File: config.mk
export PLATFORM = sky130hd
export DESIGN_NAME = lshp_regs
export DESIGN_NICKNAME = d
export VERILOG_FILES = /design/src/rtl/lshp_pkg.sv /design/src/rtl/lshp_regs.sv
export SDC_FILE = /design/constraint.sdc
export NUM_CORES = 1
export LEC_CHECK = 0
export BUFFER_PORTS_ARGS = -buffer_cell sky130_fd_sc_hd__buf_4
export CAP_MARGIN = 40
export CORE_MARGIN = 2
export CORE_UTILIZATION = 51
export CTS_CLUSTER_SIZE = 12
export DETAILED_ROUTE_END_ITERATION = 6
export PLACE_DENSITY = 0.83
export SLEW_MARGIN = 20
export SYNTH_ARGS = -nofsm -noshare
export SYNTH_HDL_FRONTEND = slang
export SYNTH_SLANG_ARGS = --single-unit
File: constraint.sdc
create_clock -name i_clk -period 1.71 [get_ports i_clk]
set_input_delay 0.171 -clock i_clk [delete_from_list [all_inputs] [get_ports i_clk]]
set_output_delay 0.171 -clock i_clk [all_outputs]
set_load 0.005 [all_outputs]
File: src/rtl/lshp_pkg.sv
// Shared types and constants of the level-set hydrostatic pressure block.
`default_nettype none
package lshp_pkg;

    // Q16.16 one and the constants behind the quarter-wave sine table
    localparam logic [16:0] ONE_Q16     = 17'd65536;
    localparam logic [63:0] PI_HALF_Q30 = 64'd1686629713;
    localparam logic [63:0] INV_PI_Q32  = 64'd1367130551;

    // Register field widths
    localparam int HALF_WIDTH_W = 31;
    localparam int RECIP_W      = 32;
    localparam int DENSITY_W    = 27;
    localparam int GRAVITY_W    = 21;
    localparam int WEIGHT_W     = 17;

    // Register indexes (byte address / 4)
    localparam logic [2:0] REG_HALF_WIDTH = 3'd0;
    localparam logic [2:0] REG_RECIP      = 3'd1;
    localparam logic [2:0] REG_WATER      = 3'd2;
    localparam logic [2:0] REG_AIR        = 3'd3;
    localparam logic [2:0] REG_GRAVITY    = 3'd4;

    // Reset values
    localparam logic [HALF_WIDTH_W-1:0] RST_HALF_WIDTH = 31'd5243;
    localparam logic [RECIP_W-1:0]      RST_RECIP      = 32'd819200;
    localparam logic [DENSITY_W-1:0]    RST_WATER      = 27'd65536000;
    localparam logic [DENSITY_W-1:0]    RST_AIR        = 27'd78971;
    localparam logic [GRAVITY_W-1:0]    RST_GRAVITY    = 21'd642908;

    typedef struct packed {
        logic [HALF_WIDTH_W-1:0] half_width;
        logic [RECIP_W-1:0]      recip;
        logic [DENSITY_W-1:0]    water;
        logic [DENSITY_W-1:0]    air;
        logic [GRAVITY_W-1:0]    gravity;
    } t_cfg;

    // What the weight pipeline hands to the density/pressure pipeline
    typedef struct packed {
        logic                neg;
        logic [31:0]         mag;
        logic [WEIGHT_W-1:0] weight;
    } t_wgt;

endpackage
`default_nettype wire

File: src/rtl/lshp_regs.sv
// APB-style configuration register file.
`default_nettype none
module lshp_regs
    import lshp_pkg::*;
(
    input  wire logic        i_clk,
    input  wire logic        i_rst_n,
    input  wire logic        psel,
    input  wire logic        penable,
    input  wire logic        pwrite,
    input  wire logic [4:0]  paddr,
    input  wire logic [31:0] pwdata,
    output logic      [31:0] prdata,
    output logic             pready,
    output t_cfg             o_cfg
);

    t_cfg       r_cfg;
    logic       w_wr;
    logic [2:0] w_idx;

    assign pready = 1'b1;
    assign w_wr   = psel && penable && pwrite;
    assign w_idx  = paddr[4:2];
    assign o_cfg  = r_cfg;

    always_ff @(posedge i_clk) begin
        if (!i_rst_n) begin
            r_cfg.half_width <= RST_HALF_WIDTH;
            r_cfg.recip      <= RST_RECIP;
            r_cfg.water      <= RST_WATER;
            r_cfg.air        <= RST_AIR;
            r_cfg.gravity    <= RST_GRAVITY;
        end else if (w_wr) begin
            unique case (w_idx)
                REG_HALF_WIDTH: r_cfg.half_width <= pwdata[HALF_WIDTH_W-1:0];
                REG_RECIP:      r_cfg.recip      <= pwdata[RECIP_W-1:0];
                REG_WATER:      r_cfg.water      <= pwdata[DENSITY_W-1:0];
                REG_AIR:        r_cfg.air        <= pwdata[DENSITY_W-1:0];
                REG_GRAVITY:    r_cfg.gravity    <= pwdata[GRAVITY_W-1:0];
                default:        ;
            endcase
        end
    end

    always_comb begin
        unique case (w_idx)
            REG_HALF_WIDTH: prdata = {1'b0, r_cfg.half_width};
            REG_RECIP:      prdata = r_cfg.recip;
            REG_WATER:      prdata = {5'd0, r_cfg.water};
            REG_AIR:        prdata = {5'd0, r_cfg.air};
            REG_GRAVITY:    prdata = {11'd0, r_cfg.gravity};
            default:        prdata = 32'd0;
        endcase
    end

endmodule
`default_nettype wire

==> results of run 1 <==
==> worst paths after layout <==
kind	from	end	slack, ns	depth (start not counted)
max	o_cfg[46]	prdata[25]	0.05	3
min	pwdata[31]	o_cfg[106]	0.02	3
max reg2reg	o_cfg[49]	o_cfg[49]	0.97	2
min reg2reg	o_cfg[97]	o_cfg[97]	0.48	2
==> layer usage <==
layer	track usage, %	vias up	share of wire, %	wire (um)
met5	0	-	0	0
met1	33.6	2818	40	7960
met4	8.97	0	2.0	397
li1	-	2667	-	-
met3	7.06	32	6.2	1220
met2	52.1	248	52	10200
==> synthesized netlist by cell type, drive strengths merged, types with 6 or more instances <==
library cell | count | area share, %
o22ai | 20 | 2.0
o211ai | 7 | 0.82
nor2b | 57 | 5.6
nand2 | 132 | 7.7
buf | 31 | 4.1
dfxtp | 138 | 43
mux2 | 20 | 3.5
a22oi | 40 | 4.7
clkbuf | 29 | 1.7
mux4 | 6 | 2.1
inv | 7 | 0.41
mux2i | 137 | 21
==> through the flow <==
| step | power [mW] | util [%] |
|---|---|---|
| after floorplan | 3.68 | - |
| after global placement | 3.95 | 67.4 |
| after detailed placement | 3.97 | 67.6 |
| after CTS | 7.57 | 72.4 |
| after global routing | 7.76 | 72.5 |
| final | 7.54 | 72.5 |
==> report_power, final <==
| part | switching (mW) | internal, mW |
|---|---|---|
| clock network | 1.44 | 2.19 |
| logic | 0.343 | 0.311 |
| registers | 0.0227 | 3.24 |
==> worst reg2reg max path, stage by stage, from the launching register on <==
cell	delay [ns]
dfxtp_1	0.42
nand2_1	0.08
mux2i_1	0.16
==> logic make-up after synthesis <==
| logic type | count (synthesis) | share of synthesized area (%) |
|---|---|---|
| simple gates | 202 | 15.0 |
| mux | 163 | 27.0 |
| flops | 138 | 43.2 |
| compound gates | 77 | 8.54 |
| buf+inv | 67 | 6.23 |
| other cells | 1 | 0.0586 |
==> layout by cell type (no fill, tap or decap), drive strengths merged <==
master / synthesis / final
o2bb2ai: 1 / 1
o211ai: 7 / 7
conb: 1 / 1
clkinv: 0 / 7
o22ai: 20 / 20
nand4: 1 / 1
mux2: 20 / 20
nor3b: 2 / 2
nor3: 5 / 5
mux4: 6 / 6
or3: 1 / 1
o21a: 1 / 1
o21ai: 3 / 3
nor2: 1 / 1
clkinvlp: 0 / 3
or2: 1 / 1
buf: 31 / 243
and3b: 1 / 1
nor2b: 57 / 57
clkbuf: 29 / 18
dfxtp: 138 / 138
nand4b: 1 / 1
a22oi: 40 / 40
inv: 7 / 9
o31ai: 5 / 5
mux2i: 137 / 137
nand2: 132 / 132
bufinv: 0 / 2
==> layout make-up <==
cell class / instances / area (sq um) / area share (%)
sequential: 138 / 2770 / 31.5
clock inverter: 14 / 146 / 1.67
timing repair buffer: 243 / 1920 / 21.9
multi-input combinational: 443 / 3270 / 37.2
inverter: 7 / 26.3 / 0.299
clock buffer: 18 / 439 / 5.00
tap: 168 / 210 / 2.39
==> what timing repair did <==
item,in CTS,in global routing
endpoints found under the setup margin,0,3
hold buffers,0,0
gates resized for setup,0,4
==> flow_metrics.tcl, run 1 <==
set metrics [dict create \
    outcome "completed" \
    setup_viol 0 \
    cp_max_fo 3 \
    crit_path_start_kind "register" \
    post_drt_wl_per_cell_um 19.2 \
    dp_hpwl_um 13700 \
    cts.sinks 138 \
    yosysUniqueCellTypes 30 \
    largest_reg_flops 138 \
    power.leakage_nw 3.82 \
    initial_core_util_pct 52.9 \
    tightestPinTransition_ns 0.527 \
    slowest_delay_ns 0.46 \
    path_class "reg2out" \
    post-cts-setup-buffers 0 \
    crit_family "multiplexers" \
    antenna_found_initial 0 \
    slowest_stage "mux4_2" \
    worstHoldPathType "in2reg" \
    maxSlewViolCount 0 \
    path_cells "mux4_2 > nor2b_1 > buf_4" \
    grt_pass1_wl_um 29800 \
    cts.htree.levels 4 \
    synth-seq-cells 138 \
    yosys_most_used_dff "dfxtp_1" \
    clk_pin_slew_ns 0.06 \
    clockBufferDepth 2 \
    remaining_drc_errors 0 \
    final_cells 1031 \
    rsz0062_at_grt "false" \
    hold_viol_final 0 \
    finClkSkew_ns 0 \
    async_reset_ff_share_pct 0 \
    fmax_ghz 0.603 \
    drtIter0Drc 500 \
    cts_root_buf "clkbuf_16" \
    fin_crit_sh_pct 97.0 \
    place_congestion 0.866 \
    cp-end-kind "output port" \
    yosys_warnings 0 \
    post-route-min-period_ns 1.66 \
    clk_latency_ns 0.42 \
    final.setup.tns_ns 0 \
    nets 892 \
    fp.dieH_um 116 \
    dr.pass1.iters 4 \
    syn2layout_area_growth_pct 37.1 \
    relSlewSlack_pct 64.8 \
    io_buffers 209 \
    overflow 0 \
    avgSynthCellArea_sq_um 9.88 \
    vdd_ir_drop_max_v 0.000570 \
    post-place-ws_ns 0.0470 \
    post_dp_cell_area_sq_mm 0.00818 \
    ant_nets 0 \
    postSynthCellCount 648 \
    dieArea_sq_mm 0.0135 \
    placed_cells 999 \
    setup_ws_ns 0.0508 \
    dieWidth_um 116 \
    cts_buffers 17 \
    fillers 894 \
    coreArea_sq_mm 0.0121 \
    netlist_area_sq_mm 0.00640 \
    power_density_mw_per_mm2 859 \
    max_cap_violations 0 \
    fin_area_sq_mm 0.00878 \
    cp.required_ns 1.54 \
    boundaryPins 213 \
    wl_um 19800 \
    num_antenna_cells 0 \
    timing.critical_path.buf_inv 1 \
    syn_nets 690 \
    vias 5765 \
    rows 40 \
    holdWs_ns 0.0189 \
    synth_edf_count 0 \
    grt_pass1_vias 5661 \
    vias_per_cell 5.59 \
    grt_max_degree 62 \
    layout-drive-gt1-share_pct 36.3 \
    cts_tree "built" \
    cp_data_arrival_time_ns 1.49 \
    ys_seq_area_share_pct 43.2 \
    track_usage_pct 28.8 \
]
(Power assumes the default switching activity.)
==> run 2, diff against run 1 <==
- CORE_UTILIZATION: 51 -> 50
- PLACE_DENSITY: 0.83 -> 0.81
==> run 2 against run 1 <==
  * Die area is 1.9% higher
  * Final cell count about the same
  * Clock skew unchanged
  * Combinational power increased by 2%
  * Wire length is essentially flat
  * Sequential cell count unchanged
  * Sequential power is essentially flat
  * Power shrank 2.2%
  * Cell area increased by 0.17%
  * Setup slack got worse by 0.015 ns
  * Critical path type unchanged
  * Largest power group unchanged
==> flow_metrics.tcl, run 2 (synthesis gave the netlist of run 1 again) <==
set metrics [dict create \
    outcome "completed" \
    maxSlewViolCount 0 \
    cts_root_buf "clkbuf_16" \
    crit_path_start_kind "register" \
    cp.required_ns 1.54 \
    initial_core_util_pct 50.9 \
    cp_max_fo 3 \
    clockBufferDepth 2 \
    path_class "reg2out" \
    clk_pin_slew_ns 0.06 \
    coreArea_sq_mm 0.0126 \
    seqPwrFrac_pct 44.2 \
    largest_reg_flops 138 \
    min_delay_path_depth 3 \
    grt_pass1_vias 5853 \
    vias 5782 \
    finClkSkew_ns 0 \
    vdd_ir_drop_max_v 0.000649 \
    fp.dieH_um 117 \
    multiInputGateArea_sq_mm 0.00328 \
    syn2layout_area_growth_pct 37.4 \
    fin_crit_sh_pct 97.9 \
    drtIter0Drc 371 \
    clk_latency_ns 0.41 \
    io_buffers 209 \
    dr.pass1.iters 5 \
    cp-end-kind "output port" \
    intPower_mw 5.62 \
    cts.htree.levels 4 \
    clockPowerShare_pct 46.7 \
    worstHoldPathType "in2reg" \
    layout-drive-gt1-share_pct 35.7 \
    post_drt_wl_per_cell_um 19.2 \
    grt_max_degree 59 \
    r2r_slack_ns 1.00 \
    final_common_cell "buf_4" \
    grt_pass1_wl_um 29900 \
    ant_nets 0 \
    remaining_drc_errors 0 \
    num_antenna_cells 0 \
    vias_per_cell 5.60 \
    antenna_found_initial 0 \
    overflow 0 \
    final_cell_mix "buf_4 (227), mux2i_1 (137), dfxtp_1 (137), nand2_1 (132), nor2b_1 (54)" \
    wl_um 19800 \
    cts_tree "built" \
    combPwrFrac_pct 9.0 \
    cts.sinks 138 \
    power_mw 7.37 \
    cp_data_arrival_time_ns 1.50 \
    max_cap_violations 0 \
    final.setup.tns_ns 0 \
    switchingPower_mw 1.75 \
    swShare_pct 23.7 \
    fmax_ghz 0.597 \
    fillers 975 \
    cts_buffers 17 \
    rsz0062_at_grt "false" \
    power.leakage_nw 3.80 \
    nets 889 \
    regArea_sq_mm 0.00276 \
    track_usage_pct 28.8 \
    place_congestion 0.792 \
    power_density_mw_per_mm2 839 \
    dieArea_sq_mm 0.0137 \
    dieWidth_um 117 \
    post-route-min-period_ns 1.67 \
    r2r_cells 2 \
    rows 41 \
    setup_viol 0 \
    boundaryPins 213 \
    dp_hpwl_um 13500 \
    hold_viol_final 0 \
]
[run 2: changes by cell type in the layout (fill, tap and decap cells not counted), sizes merged]
cell / previous run / this run
buf: 243 / 239
bufinv: 2 / 1
clkbuf: 18 / 21
clkinv: 7 / 6
clkinvlp: 3 / 4
dlygate4sd3: 0 / 1
inv: 9 / 7
[run 2: area by class of cell]
type,count,share of cell area [%]
Multi-Input combinational cell,443,37.3
Sequential cell,138,31.4
Timing Repair Buffer,240,22.2
Clock buffer,21,5.24
Tap cell,172,2.45
Clock inverter,11,1.11
Inverter,7,0.299
[run 2: timing repair]
action,4_1_cts,5_1_grt
setup endpoints to repair,0,2
resized for setup,0,4
buffers inserted,0,0
endpoints found under the hold margin,1,0
hold buffers,1,0
[run 2: path summary, 6_finish.rpt]
check | startpoint | endpoint
worst max-delay path | o_cfg[47] | prdata[26]
worst min register to register | o_cfg[65] | o_cfg[65]
worst min-delay path | pwdata[27] | o_cfg[102]
worst max register to register | o_cfg[2] | o_cfg[2]
[run 2: per-stage QoR]
stage / instance area, sq um / instances / hold WS (ns) / setup WS (ns) / util [%]
2_1_floorplan: 6400 / 648 / 0.313 / 0.371 / -
3_3_place_gp: 8210 / 999 / 0.433 / 0.223 / 65.3
3_5_place_dp: 8210 / 999 / 0.442 / 0.197 / 65.3
4_1_cts: 8780 / 1032 / 0.0302 / 0.00653 / 69.9
5_1_grt: 8790 / 1032 / 0.0442 / 0.00174 / 70.0
6_report: 8790 / 1032 / 0.0426 / 0.0361 / 70.0
[run 2: layer usage]
layer / wire length, um / vias up / global-route usage, % / share of wire, %
li1: - / 2655 / - / -
met1: 7940 / 2819 / 33.0 / 40
met2: 9910 / 263 / 49.5 / 50
met3: 1410 / 45 / 8.44 / 7.1
met4: 542 / 0 / 13.0 / 2.7
met5: 0 / - / 0 / 0
[run 2: worst max-delay path, cell delays in order, from the launching register on]
cell	delay, ns
dfxtp_2	0.33
mux4_2	0.48
nor2b_4	0.14
buf_4	0.14
[run 2: power by group through the flow]
| stage | sequential, mW | clock, mW | combinational, mW |
|---|---|---|---|
| detailed placement | 3.33 | 0 | 0.651 |
| finish | 3.26 | 3.45 | 0.666 |
| global route | 3.26 | 3.63 | 0.710 |
| floorplan | 3.33 | 0 | 0.347 |
| global placement | 3.33 | 0 | 0.633 |
| CTS | 3.26 | 3.47 | 0.659 |
==> run 3, diff against run 2 <==
- GPL_TIMING_DRIVEN: unset -> 1
- clock period: 1.71 -> 1.7 ns (I/O delays scaled with it)
==> run 3 against run 2 <==
  * Cell area grew 0.70%
  * Register-to-register slack is essentially flat
  * Die area did not move
  * Count of clock-buffer cells in the layout up 2
  * Via count shrank 0.83%
  * Combinational power barely moved
  * Critical path type unchanged
==> flow_metrics.tcl, run 3 (synthesis gave the netlist of run 1 again) <==
set metrics [dict create \
    outcome "completed" \
    setup_ws_ns 0.0392 \
    dieWidth_um 117 \
    fmax_ghz 0.602 \
    final_cells 1034 \
    layout-drive-gt1-share_pct 35.7 \
    clockPowerShare_pct 49.1 \
    post_drt_wl_per_cell_um 18.9 \
    worstHoldPathType "in2reg" \
    ant_nets 0 \
    cts.htree.levels 4 \
    dieArea_sq_mm 0.0137 \
    syn2layout_area_growth_pct 38.3 \
    grt_pass1_wl_um 29600 \
    drtIter0Drc 315 \
    crit_path_start_kind "register" \
    cp_max_fo 3 \
    path_class "reg2out" \
    final_common_cell "buf_4" \
    clk_pin_slew_ns 0.06 \
    hold_viol_final 0 \
    fillers 932 \
    power.leakage_nw 3.85 \
    coreArea_sq_mm 0.0126 \
    min_to "o_cfg[70]" \
    cp.required_ns 1.53 \
    intPower_mw 6.06 \
    nets 891 \
    combPwrFrac_pct 8.6 \
    cts_tree "built" \
    fp.dieH_um 117 \
    post-place-ws_ns 0.141 \
    vdd_ir_drop_max_v 0.000594 \
    seqPwrFrac_pct 42.3 \
    largest_reg_flops 138 \
    power_density_mw_per_mm2 877 \
    boundaryPins 213 \
    post-route-min-period_ns 1.66 \
    fin_crit_sh_pct 97.7 \
    remaining_drc_errors 0 \
    max_cap_violations 0 \
    cts.sinks 138 \
    grt_max_degree 59 \
    multiInputGateArea_sq_mm 0.00328 \
    min_from "pwdata[22]" \
    initial_core_util_pct 50.9 \
    vias 5734 \
    final.setup.tns_ns 0 \
    place_congestion 0.806 \
    num_antenna_cells 0 \
    wl_um 19500 \
    grt_pass1_vias 5814 \
    cp_data_arrival_time_ns 1.49 \
    maxSlewViolCount 0 \
    post-cts-setup-buffers 0 \
    min_delay_path_depth 3 \
    rows 41 \
    finClkSkew_ns 0 \
    cts_root_buf "clkbuf_16" \
    final_cell_mix "buf_4 (229), mux2i_1 (137), dfxtp_1 (135), nand2_1 (132), nor2b_1 (55)" \
    setup_viol 0 \
    switchingPower_mw 1.71 \
    cts_buffers 17 \
    swShare_pct 22.0 \
    antenna_found_initial 0 \
    clockBufferDepth 2 \
    track_usage_pct 28.4 \
    worstReg2RegEnd "o_cfg[8]" \
    cp-end-kind "output port" \
    dp_hpwl_um 13600 \
    io_buffers 209 \
    r2r-start "o_cfg[8]" \
    holdWs_ns 0.0212 \
    clk_latency_ns 0.42 \
    vias_per_cell 5.55 \
    rsz0062_at_grt "false" \
    overflow 0 \
    r2r_slack_ns 1.01 \
    r2r_cells 2 \
    dr.pass1.iters 7 \
    placed_cells 1001 \
    regArea_sq_mm 0.00277 \
]
run 3: cell type report:
class | instances | area share [%]
clock buffers | 23 | 5.17
clock inverters | 9 | 1.64
inverters | 7 | 0.297
multi-input cells | 443 | 37.0
flip-flops and latches | 138 | 31.2
well taps | 172 | 2.43
repair buffers | 242 | 22.2
run 3: timing repair:
action | 4_1_cts | 5_1_grt
hold buffers | 1 | 0
setup endpoints to repair | 1 | 4
resized for setup | 1 | 4
endpoints found under the hold margin | 1 | 0
run 3: how the worst max path moves through the flow:
stage / cells after the start / endpoint / from / slack (ns)
6_report: 3 / prdata[26] / o_cfg[47] / 0.04
3_5_place_dp: 6 / prdata[4] / paddr[2] / 0.14
5_1_grt: 4 / prdata[2] / o_cfg[50] / 0.00007
2_1_floorplan: 4 / prdata[24] / paddr[3] / 0.36
4_1_cts: 3 / prdata[25] / o_cfg[46] / 0.03
3_3_place_gp: 6 / prdata[4] / paddr[2] / 0.18
run 3: critical path, stage by stage (launching register included):
cell and delay [ns]:
dfxtp_1 0.33, mux4_2 0.46, nor2b_1 0.14, buf_4 0.14
run 3: through the flow:
stage,area (sq um),utilization (%),power [mW]
4_1_cts,8850,70.4,7.79
5_1_grt,8860,70.5,8.00
3_3_place_gp,8230,65.5,3.99
6_report,8860,70.5,7.77
2_1_floorplan,6400,-,3.70
3_5_place_dp,8230,65.5,4.01
run 3: layer usage:
layer	vias to the layer above	routed length, um	global-route usage, %	share of wire (%)
met5	-	0	0	0
met4	0	651	15.5	3.3
met3	48	1340	7.62	6.9
met2	247	9840	49.2	50
met1	2783	7690	31.6	39
li1	2656	-	-	-
run 3: power by group through the flow:
stage               Clock [mW]  Combinational, mW  Sequential, mW
CTS                       3.85              0.664            3.28
global route              4.00              0.716            3.28
detailed placement           0              0.658            3.35
floorplan                    0              0.349            3.35
finish                    3.82              0.668            3.28
global placement             0              0.639            3.35
